==> config.mk <==
export PLATFORM = sky130hd
export DESIGN_NAME = cascaded_prescaled_timer_bank_top
export DESIGN_NICKNAME = d
export VERILOG_FILES = /design/src/hw/rtl/cptb_pkg.sv /design/src/hw/rtl/cascaded_prescaled_timer_bank_top.sv /design/src/hw/rtl/cptb_datapath.sv /design/src/hw/rtl/cptb_ctrl.sv
export VERILOG_INCLUDE_DIRS = /design/src /design/src/hw/rtl
export SDC_FILE = /design/constraint.sdc
export NUM_CORES = 1
export LEC_CHECK = 0
export ABC_AREA = 0
export BUFFER_PORTS_ARGS = -buffer_cell sky130_fd_sc_hd__clkbuf_2
export CAP_MARGIN = 5
export CELL_PAD_IN_SITES_DETAIL_PLACEMENT = 2
export CELL_PAD_IN_SITES_GLOBAL_PLACEMENT = 2
export CORE_ASPECT_RATIO = 0.8
export CORE_MARGIN = 10
export CORE_UTILIZATION = 39
export DETAILED_ROUTE_END_ITERATION = 16
export PLACE_DENSITY_LB_ADDON = 0.1
export SKIP_CTS_REPAIR_TIMING = 1
export SYNTH_ARGS = -nofsm -noshare
export SYNTH_HDL_FRONTEND = slang
export SYNTH_HIERARCHICAL = 1
export SYNTH_SLANG_ARGS = --single-unit
==> constraint.sdc <==
create_clock -name clk -period 5.5 [get_ports clk]
set_clock_uncertainty 0.2 [all_clocks]
set_input_delay 0.275 -clock clk [delete_from_list [all_inputs] [get_ports clk]]
set_output_delay 0.275 -clock clk [all_outputs]
set_load 0.05 [all_outputs]
==> src/hw/rtl/assert_macros.svh <==
// assertion macros used by the timer bank sequencer
`ifndef ASSERT_MACROS_SVH
`define ASSERT_MACROS_SVH
`ifndef SYNTHESIS
// property must hold at every clock edge outside reset
`define CPTB_ASSERT(label, clk, rst_n, prop) \
    label: assert property (@(posedge clk) disable iff (!rst_n) prop) \
        else $error("%m: property violated");
// expression must never be true outside reset
`define CPTB_NEVER(label, clk, rst_n, expr) \
    label: assert property (@(posedge clk) disable iff (!rst_n) !(expr)) \
        else $error("%m: forbidden condition seen");
`else
`define CPTB_ASSERT(label, clk, rst_n, prop)
`define CPTB_NEVER(label, clk, rst_n, expr)
`endif
`endif

==> src/hw/rtl/cptb_pkg.sv <==
// types, constants and helpers for the cascaded prescaled timer bank
package cptb_pkg;

    localparam int MAX_TIMERS      = 4;
    localparam int IDX_W           = 2;
    localparam int CMD_W           = 2;
    localparam int OFF_W           = 4;
    localparam int BYTE_W          = 8;
    localparam int CYC_W           = 5;
    localparam int CNT_W           = 16;
    localparam int ACC_W           = 11;
    localparam int IRQ_W           = 4;
    localparam int MAX_STEP_CYCLES = 16;
    localparam int DEF_NUM_TIMERS  = 4;

    localparam int PERIOD_DIV1    = 1;
    localparam int PERIOD_DIV64   = 64;
    localparam int PERIOD_DIV256  = 256;
    localparam int PERIOD_DIV1024 = 1024;

    // control register bit positions
    localparam int CTRL_CASCADE_BIT = 2;
    localparam int CTRL_IRQ_BIT     = 6;
    localparam int CTRL_RUN_BIT     = 7;

    typedef enum logic [CMD_W-1:0] {
        CMD_ADVANCE = 2'd0,
        CMD_WRITE   = 2'd1,
        CMD_READ    = 2'd2,
        CMD_NOP     = 2'd3
    } cmd_t;

    typedef enum logic [1:0] {
        BYTE_LOW  = 2'd0,
        BYTE_HIGH = 2'd1,
        BYTE_CTRL = 2'd2,
        BYTE_NONE = 2'd3
    } byte_sel_t;

    typedef enum logic [2:0] {
        ST_IDLE,
        ST_EXEC,
        ST_SCAN,
        ST_CHECK,
        ST_TICK,
        ST_FINISH
    } state_t;

    // controller to datapath
    typedef struct packed {
        logic             capture;
        logic             reg_write;
        logic             reg_read;
        logic             acc_load;
        logic             acc_sub;
        logic             acc_store;
        logic             tick;
        logic             out_load;
        logic [IDX_W-1:0] tidx;
    } cptb_cmd_t;

    // datapath to controller
    typedef struct packed {
        cmd_t             item_cmd;
        logic [IDX_W-1:0] item_tidx;
        logic             eligible;
        logic             acc_ge;
        logic             wrap;
        logic             chain_next;
    } cptb_status_t;

    function automatic logic [ACC_W-1:0] period_of(input logic [1:0] sel);
        logic [ACC_W-1:0] per;
        case (sel)
            2'd0:    per = ACC_W'(PERIOD_DIV1);
            2'd1:    per = ACC_W'(PERIOD_DIV64);
            2'd2:    per = ACC_W'(PERIOD_DIV256);
            default: per = ACC_W'(PERIOD_DIV1024);
        endcase
        return per;
    endfunction

endpackage

==> src/hw/rtl/cascaded_prescaled_timer_bank_top.sv <==
// top level of the cascaded prescaled timer bank
// Bank of NUM_TIMERS 16-bit up-counting timers behind byte registers, one result
// word per input word. The input word carries the command in tuser (advance,
// write byte, read byte) and offset, write data and cycle count in tdata; the
// result word returns the read byte and the interrupt bits raised during that
// word. Words are handled one at a time by a sequencer. A read, a write or an
// unknown command goes from capture through execute to finish. An advance
// instead scans the timers in turn, checks the prescaler of each running timer
// that counts from its prescaler, ticks it once for each full prescaler period,
// and walks the cascade chain on each cascaded overflow; the tick loop dominates.
// A new word is accepted while the previous result waits in the output register.
module cascaded_prescaled_timer_bank_top #(
    parameter int NUM_TIMERS = cptb_pkg::DEF_NUM_TIMERS
) (
    input  logic        clk,
    input  logic        rst_n,
    input  logic        s_axis_tvalid,
    output logic        s_axis_tready,
    // reg_offset [3:0], write_byte [11:4], cycle_count [16:12], zero fill
    input  logic [23:0] s_axis_tdata,
    // command [1:0]
    input  logic [1:0]  s_axis_tuser,
    output logic        m_axis_tvalid,
    input  logic        m_axis_tready,
    // read_byte [7:0], irq_request [11:8], zero fill
    output logic [15:0] m_axis_tdata
);
    import cptb_pkg::*;

    cptb_cmd_t         cmd;
    cptb_status_t      status;
    logic [BYTE_W-1:0] read_byte;
    logic [IRQ_W-1:0]  irq_request;

    // sequencer: dispatch, prescaler scan, cascade walk
    cptb_ctrl #(
        .NUM_TIMERS (NUM_TIMERS)
    ) u_ctrl (
        .clk       (clk),
        .rst_n     (rst_n),
        .in_valid  (s_axis_tvalid),
        .in_ready  (s_axis_tready),
        .out_valid (m_axis_tvalid),
        .out_ready (m_axis_tready),
        .cmd       (cmd),
        .status    (status)
    );

    // timer registers and result path
    cptb_datapath #(
        .NUM_TIMERS (NUM_TIMERS)
    ) u_datapath (
        .clk             (clk),
        .rst_n           (rst_n),
        .cmd             (cmd),
        .status          (status),
        .in_command      (s_axis_tuser),
        .in_reg_offset   (s_axis_tdata[3:0]),
        .in_write_byte   (s_axis_tdata[11:4]),
        .in_cycle_count  (s_axis_tdata[16:12]),
        .out_read_byte   (read_byte),
        .out_irq_request (irq_request)
    );

    assign m_axis_tdata = {4'b0000, irq_request, read_byte};

endmodule

==> src/hw/rtl/cptb_datapath.sv <==
// timer state, prescaler accumulators and result registers
module cptb_datapath #(
    parameter int NUM_TIMERS = cptb_pkg::DEF_NUM_TIMERS
) (
    input  logic                      clk,
    input  logic                      rst_n,
    input  cptb_pkg::cptb_cmd_t       cmd,
    output cptb_pkg::cptb_status_t    status,
    input  logic [cptb_pkg::CMD_W-1:0]  in_command,
    input  logic [cptb_pkg::OFF_W-1:0]  in_reg_offset,
    input  logic [cptb_pkg::BYTE_W-1:0] in_write_byte,
    input  logic [cptb_pkg::CYC_W-1:0]  in_cycle_count,
    output logic [cptb_pkg::BYTE_W-1:0] out_read_byte,
    output logic [cptb_pkg::IRQ_W-1:0]  out_irq_request
);
    import cptb_pkg::*;

    localparam int TIDX_W = (NUM_TIMERS > 1) ? $clog2(NUM_TIMERS) : 1;

    logic [CMD_W-1:0]  item_cmd_reg;
    logic [OFF_W-1:0]  item_off_reg;
    logic [BYTE_W-1:0] item_data_reg;
    logic [CYC_W-1:0]  item_cyc_reg;

    logic [CNT_W-1:0] count_reg  [NUM_TIMERS];
    logic [CNT_W-1:0] reload_reg [NUM_TIMERS];
    logic [1:0]       div_sel_reg[NUM_TIMERS];
    logic [ACC_W-1:0] acc_reg    [NUM_TIMERS];
    logic [NUM_TIMERS-1:0] cascade_reg;
    logic [NUM_TIMERS-1:0] irq_en_reg;
    logic [NUM_TIMERS-1:0] running_reg;

    logic [ACC_W-1:0]      acc_work_reg;
    logic [NUM_TIMERS-1:0] irq_reg;
    logic [BYTE_W-1:0]     rd_reg;
    logic [BYTE_W-1:0]     out_rd_reg;
    logic [IRQ_W-1:0]      out_irq_reg;

    logic [TIDX_W-1:0]     idx;
    logic [NUM_TIMERS-1:0] cascade_next;
    logic [ACC_W-1:0]      cyc_sat;
    logic [ACC_W-1:0]      period;
    logic [CNT_W-1:0]      count_inc;
    logic                  item_ok;
    byte_sel_t             item_byte;
    logic [BYTE_W-1:0]     ctrl_byte;
    logic [BYTE_W-1:0]     rd_value;

    assign idx       = cmd.tidx[TIDX_W-1:0];
    assign item_byte = byte_sel_t'(item_off_reg[1:0]);
    assign item_ok   = ({1'b0, item_off_reg[OFF_W-1:2]} < 3'(NUM_TIMERS));
    assign period    = period_of(div_sel_reg[idx]);
    assign count_inc = count_reg[idx] + CNT_W'(1);

    // saturate the step length
    assign cyc_sat = (ACC_W'(item_cyc_reg) > ACC_W'(MAX_STEP_CYCLES))
                   ? ACC_W'(MAX_STEP_CYCLES) : ACC_W'(item_cyc_reg);

    // bit i: timer i+1 exists and runs in cascade mode
    for (genvar g = 0; g < NUM_TIMERS; g++) begin : g_casc
        if (g + 1 < NUM_TIMERS) begin : g_has_next
            assign cascade_next[g] = cascade_reg[g+1] & running_reg[g+1];
        end else begin : g_last
            assign cascade_next[g] = 1'b0;
        end
    end

    assign ctrl_byte = {running_reg[idx], irq_en_reg[idx], 3'b000,
                        cascade_reg[idx], div_sel_reg[idx]};

    always_comb
    begin
        rd_value = '0;
        if (item_ok)
        begin
            case (item_byte)
                BYTE_LOW:  rd_value = count_reg[idx][7:0];
                BYTE_HIGH: rd_value = count_reg[idx][15:8];
                BYTE_CTRL: rd_value = ctrl_byte;
                default:   rd_value = '0;
            endcase
        end
    end

    assign status.item_cmd   = cmd_t'(item_cmd_reg);
    assign status.item_tidx  = item_off_reg[OFF_W-1:2];
    assign status.eligible   = running_reg[idx] & ((idx == '0) | ~cascade_reg[idx]);
    assign status.acc_ge     = (acc_work_reg >= period);
    assign status.wrap       = (count_reg[idx] == '1);
    assign status.chain_next = cascade_next[idx];

    // item capture and per-item result
    always_ff @(posedge clk)
    begin
        if (cmd.capture)
        begin
            item_cmd_reg  <= in_command;
            item_off_reg  <= in_reg_offset;
            item_data_reg <= in_write_byte;
            item_cyc_reg  <= in_cycle_count;
        end
        if (cmd.acc_load)
            acc_work_reg <= acc_reg[idx] + cyc_sat;
        else if (cmd.acc_sub)
            acc_work_reg <= acc_work_reg - period;
        if (cmd.capture)
            rd_reg <= '0;
        else if (cmd.reg_read)
            rd_reg <= rd_value;
        if (cmd.out_load)
        begin
            out_rd_reg  <= rd_reg;
            out_irq_reg <= IRQ_W'(irq_reg);
        end
    end

    always_ff @(posedge clk or negedge rst_n)
    begin
        if (!rst_n)
        begin
            irq_reg     <= '0;
            cascade_reg <= '0;
            irq_en_reg  <= '0;
            running_reg <= '0;
            for (int i = 0; i < NUM_TIMERS; i++)
            begin
                count_reg[i]   <= '0;
                reload_reg[i]  <= '0;
                div_sel_reg[i] <= '0;
                acc_reg[i]     <= '0;
            end
        end
        else
        begin
            if (cmd.capture)
                irq_reg <= '0;
            else if (cmd.tick && status.wrap && irq_en_reg[idx])
                irq_reg[idx] <= 1'b1;

            if (cmd.tick)
                count_reg[idx] <= status.wrap ? reload_reg[idx] : count_inc;

            if (cmd.acc_store)
                acc_reg[idx] <= acc_work_reg;

            if (cmd.reg_write && item_ok)
            begin
                case (item_byte)
                    BYTE_LOW:  reload_reg[idx][7:0]  <= item_data_reg;
                    BYTE_HIGH: reload_reg[idx][15:8] <= item_data_reg;
                    BYTE_CTRL:
                    begin
                        div_sel_reg[idx] <= item_data_reg[1:0];
                        cascade_reg[idx] <= item_data_reg[CTRL_CASCADE_BIT];
                        irq_en_reg[idx]  <= item_data_reg[CTRL_IRQ_BIT];
                        running_reg[idx] <= item_data_reg[CTRL_RUN_BIT];
                        acc_reg[idx]     <= '0;
                        // start edge reloads the counter
                        if (!running_reg[idx] && item_data_reg[CTRL_RUN_BIT])
                            count_reg[idx] <= reload_reg[idx];
                    end
                    default: ;
                endcase
            end
        end
    end

    assign out_read_byte   = out_rd_reg;
    assign out_irq_request = out_irq_reg;

endmodule

==> src/hw/rtl/cptb_ctrl.sv <==
// sequencer for item dispatch, prescaler scan and cascade ticks
`include "assert_macros.svh"
module cptb_ctrl #(
    parameter int NUM_TIMERS = cptb_pkg::DEF_NUM_TIMERS
) (
    input  logic                   clk,
    input  logic                   rst_n,
    input  logic                   in_valid,
    output logic                   in_ready,
    output logic                   out_valid,
    input  logic                   out_ready,
    output cptb_pkg::cptb_cmd_t    cmd,
    input  cptb_pkg::cptb_status_t status
);
    import cptb_pkg::*;

    localparam int TIDX_W = (NUM_TIMERS > 1) ? $clog2(NUM_TIMERS) : 1;
    localparam logic [TIDX_W-1:0] LAST = TIDX_W'(NUM_TIMERS - 1);

    state_t            state_reg, state_next;
    logic [TIDX_W-1:0] scan_idx_reg, scan_idx_next;
    logic [TIDX_W-1:0] chain_idx_reg, chain_idx_next;
    logic              out_valid_reg, out_valid_next;
    logic              out_free;

    assign out_free = !out_valid_reg || out_ready;
    assign in_ready = (state_reg == ST_IDLE);
    assign out_valid = out_valid_reg;

    // next state and index counters
    always_comb
    begin
        state_next     = state_reg;
        scan_idx_next  = scan_idx_reg;
        chain_idx_next = chain_idx_reg;
        case (state_reg)
            ST_IDLE:
                if (in_valid)
                    state_next = ST_EXEC;
            ST_EXEC:
                if (status.item_cmd == CMD_ADVANCE)
                begin
                    state_next    = ST_SCAN;
                    scan_idx_next = '0;
                end
                else
                    state_next = ST_FINISH;
            ST_SCAN:
                if (status.eligible)
                    state_next = ST_CHECK;
                else if (scan_idx_reg == LAST)
                    state_next = ST_FINISH;
                else
                    scan_idx_next = scan_idx_reg + TIDX_W'(1);
            ST_CHECK:
                if (status.acc_ge)
                begin
                    state_next     = ST_TICK;
                    chain_idx_next = scan_idx_reg;
                end
                else if (scan_idx_reg == LAST)
                    state_next = ST_FINISH;
                else
                begin
                    state_next    = ST_SCAN;
                    scan_idx_next = scan_idx_reg + TIDX_W'(1);
                end
            ST_TICK:
                if (status.wrap && status.chain_next)
                    chain_idx_next = chain_idx_reg + TIDX_W'(1);
                else
                    state_next = ST_CHECK;
            ST_FINISH:
                if (out_free)
                    state_next = ST_IDLE;
            default:
                state_next = ST_IDLE;
        endcase
    end

    // datapath commands
    always_comb
    begin
        cmd           = '0;
        cmd.capture   = (state_reg == ST_IDLE) && in_valid;
        cmd.tidx      = IDX_W'(scan_idx_reg);
        case (state_reg)
            ST_EXEC:
            begin
                cmd.tidx      = status.item_tidx;
                cmd.reg_write = (status.item_cmd == CMD_WRITE);
                cmd.reg_read  = (status.item_cmd == CMD_READ);
            end
            ST_SCAN:
                cmd.acc_load = status.eligible;
            ST_CHECK:
            begin
                cmd.acc_sub   = status.acc_ge;
                cmd.acc_store = !status.acc_ge;
            end
            ST_TICK:
            begin
                cmd.tidx = IDX_W'(chain_idx_reg);
                cmd.tick = 1'b1;
            end
            ST_FINISH:
                cmd.out_load = out_free;
            default: ;
        endcase
    end

    always_comb
    begin
        out_valid_next = out_valid_reg;
        if (cmd.out_load)
            out_valid_next = 1'b1;
        else if (out_ready)
            out_valid_next = 1'b0;
    end

    always_ff @(posedge clk or negedge rst_n)
    begin
        if (!rst_n)
        begin
            state_reg     <= ST_IDLE;
            scan_idx_reg  <= '0;
            chain_idx_reg <= '0;
            out_valid_reg <= 1'b0;
        end
        else
        begin
            state_reg     <= state_next;
            scan_idx_reg  <= scan_idx_next;
            chain_idx_reg <= chain_idx_next;
            out_valid_reg <= out_valid_next;
        end
    end

    // a pending result is never overwritten
    `CPTB_NEVER(a_no_overwrite, clk, rst_n, cmd.out_load && out_valid_reg && !out_ready)
    // a cascaded overflow moves the tick to the next timer
    `CPTB_ASSERT(a_chain_step, clk, rst_n,
        (state_reg == ST_TICK && status.wrap && status.chain_next) |=>
        (state_reg == ST_TICK && chain_idx_reg == $past(chain_idx_reg) + TIDX_W'(1)))
    // scan and chain stay inside the bank
    `CPTB_NEVER(a_idx_range, clk, rst_n, scan_idx_reg > LAST || chain_idx_reg > LAST)
    // a result leaves only when taken
    `CPTB_ASSERT(a_out_drop, clk, rst_n, $fell(out_valid_reg) |-> $past(out_ready))

endmodule

==> flow_summary.toml <==
[run_status]
status = "complete, no violations"

[setup_path]
reg2regPathDepth = 16
worstReg2RegStart = "u_ctrl/state_reg[1]"
crit_type = "reg2reg"
critPathArrivalTime_ps = 5450
worstSetupEndpointType = "flip-flop"
cp.required_ps = 5740
path_max_fanout = 10
regToRegEndpoint = "u_datapath/acc_reg[43]"
cp-start-kind = "flip-flop"
r2r_slack_ps = 290
critical_path.startpoint = "u_ctrl/state_reg[1]"

[flow_run]
cap_violations = 0

[logic_synthesis]
synth_edf_count = 42
netlist_instances = 1148
yosys_warnings = 6
async_reset_ff_frac = 0.803
yosys.area.top_type_share = 0.390
ys.flop_type = "dfrtp_1"
ys_ff_latch = 254
synth.most_common_cell = "dfrtp_1"
yosysTopAreaCell = "dfrtp_1"
synth_common_cells = "dfrtp_1 (204), nand2_1 (164), mux2_2 (84)"
syn_avg_cell_area_um2 = 11.4
yosysUniqueCellTypes = 83
synth_area_leaders = "dfrtp_1 (39%), edfxtp_1 (9.6%), mux2_2 (7.2%), mux4_2 (6.4%), nand2_1 (4.7%)"
netlist_area_mm2 = 0.0131
ys_seq_area_frac = 0.498

[detailed_routing]
via_count = 9812
drtIter0Drc = 762
drt-total-wl_mm = 43.2
drtPass1Iterations = 5
vias_per_cell = 5.89
drc = 0
ant_nets = 0
avgRoutedWirePerCell_um = 26.0

[power_and_ir_drop]
ir_drop_mv = 0.219
power_frac_clock = 0.475
switching_share = 0.222
p_sw_mw = 0.832
combPwrFrac = 0.016
p_per_area_mw_per_mm2 = 251
p_leak_nw = 6.51
power_frac_seq = 0.509
internal_power_mw = 2.92

[clock_network]
cts_root_buf = "clkbuf_16"
clkLatencyLatePin_ps = 570
cts_made_buffers = 28
clock_path_buffers = 3
cts.sinks = 254
cts_tree = "yes"
clk_pin_slew_ps = 60
htreeDepth = 1

[timing]
period_needed_ps = 5210
worst_slew_pin_slew_ps = 1120
setup_viol = 0
relSlewSlack = 0.249
setup_tns_ps = 0
drv_slew = 0
hold_slack_ps = 97.0
hold_viol_final = 0
min_period_over_period = 0.948
max_freq_mhz = 192

[global_route]
antenna_found_initial = 0
grtUsageTotal = 0.210
overflow = 0
grt_pass1_wl_mm = 67.1
grt_pass1_vias = 10700
grt_max_degree = 135

[floorplanning]
pin_count = 48
dieArea_mm2 = 0.0414
core-area_mm2 = 0.0329
initial_core_util = 0.399
die_y_um = 184
fp-row-count = 59
fp.dieW_um = 225

[layout]
final_area_mm2 = 0.0149
fin_nets = 1259
diodes = 0
drive_gt1_frac = 0.236
syn2layout_area_growth_pct = 13.8

[placed_design]
place_area_mm2 = 0.0138
dp_hpwl_mm = 29.7
io_buffers = 36
gp_congestion = 0.830

[worst_hold_path]
hold_class = "in2async"
## how the worst max path moves through the flow
| stage | to | slack, ps | cells past startpoint |
|---|---|---|---|
| floorplan | u_datapath/acc_reg[37] | 30 | 23 |
| global placement | u_datapath/acc_reg[19] | 340 | 16 |
| detailed placement | u_datapath/acc_reg[17] | 180 | 16 |
| CTS | u_datapath/acc_reg[11] | 90 | 16 |
| global route | u_datapath/acc_reg[43] | -40 | 16 |
| finish | u_datapath/acc_reg[43] | 290 | 16 |
## layout make-up
cell class	instances	area (µm²)
Multi-Input combinational cell	806	6140
Clock buffer	40	786
Clock inverter	12	68.8
Tap cell	427	534
Inverter	22	87.6
Fill cell	3358	17900
Sequential cell	254	6530
Timing Repair Buffer	104	767
## cells by family after synthesis
group | count (synthesis) | share of synthesized area
xor gates and xnor gates | 19 | 0.0127
and+or+nand+nor | 388 | 0.148
muxes | 168 | 0.183
adders and majority gates | 13 | 0.0130
buffers and inverters | 91 | 0.0363
other | 1 | 0.000286
DFF | 254 | 0.498
AOI/OAI and AO/OA | 214 | 0.108
## stage by stage
step	instances	total power, mW	util	setup WS, ps
floorplan	1151	1.95	-	29.7
global placement	1590	1.99	0.421	344
global route	1665	3.88	0.454	-35.0
CTS	1642	3.79	0.447	87.8
detailed placement	1590	1.99	0.421	180
finish	1665	3.75	0.454	287
## routing by layer
layer / GRT usage / part of all wire
met5: 0 / 0
met4: 0.0413 / 0.018
met3: 0.0330 / 0.048
met2: 0.324 / 0.45
met1: 0.305 / 0.49
## cell usage in the layout, fill, tap and decap left out, types with 11 or more instances in the layout
cell type,synthesis,final
a21oi_1,63,63
a22oi_1,37,36
and3_1,20,20
buf_4,9,45
clkbuf_16,0,28
clkbuf_2,0,35
dfrtp_1,204,202
dlygate4sd3_1,0,22
edfxtp_1,42,42
ha_1,12,12
inv_1,19,19
mux2_2,84,84
mux2i_1,38,38
mux4_2,37,37
nand2_1,164,164
nand2b_1,13,13
nand3_1,18,18
nor2_1,68,68
nor2b_1,13,13
o21ai_0,37,37
or3_1,14,14
xor2_1,11,11
## worst max-delay path, stage by stage (launching register included)
cell      delay [ps]
dfrtp_2          480
buf_4            200
inv_1            140
o221a_4          290
mux4_2           530
nor2_1           160
ha_1             250
or3b_2           520
o21ai_0          260
a21boi_0         210
or4_1            540
a21o_1           300
nor3_4           210
nor3b_2          240
buf_4            270
mux2i_1          210
nor2_1            70
## power groups by stage
stage               Clock, mW  Sequential, mW  Combinational (mW)
floorplan                   0            1.94             0.00840
global placement            0            1.94              0.0493
detailed placement          0            1.94              0.0495
CTS                      1.83            1.91              0.0501
global route             1.90            1.91              0.0680
finish                   1.78            1.91              0.0596
Note: power is estimated with default switching activity, not from simulation.
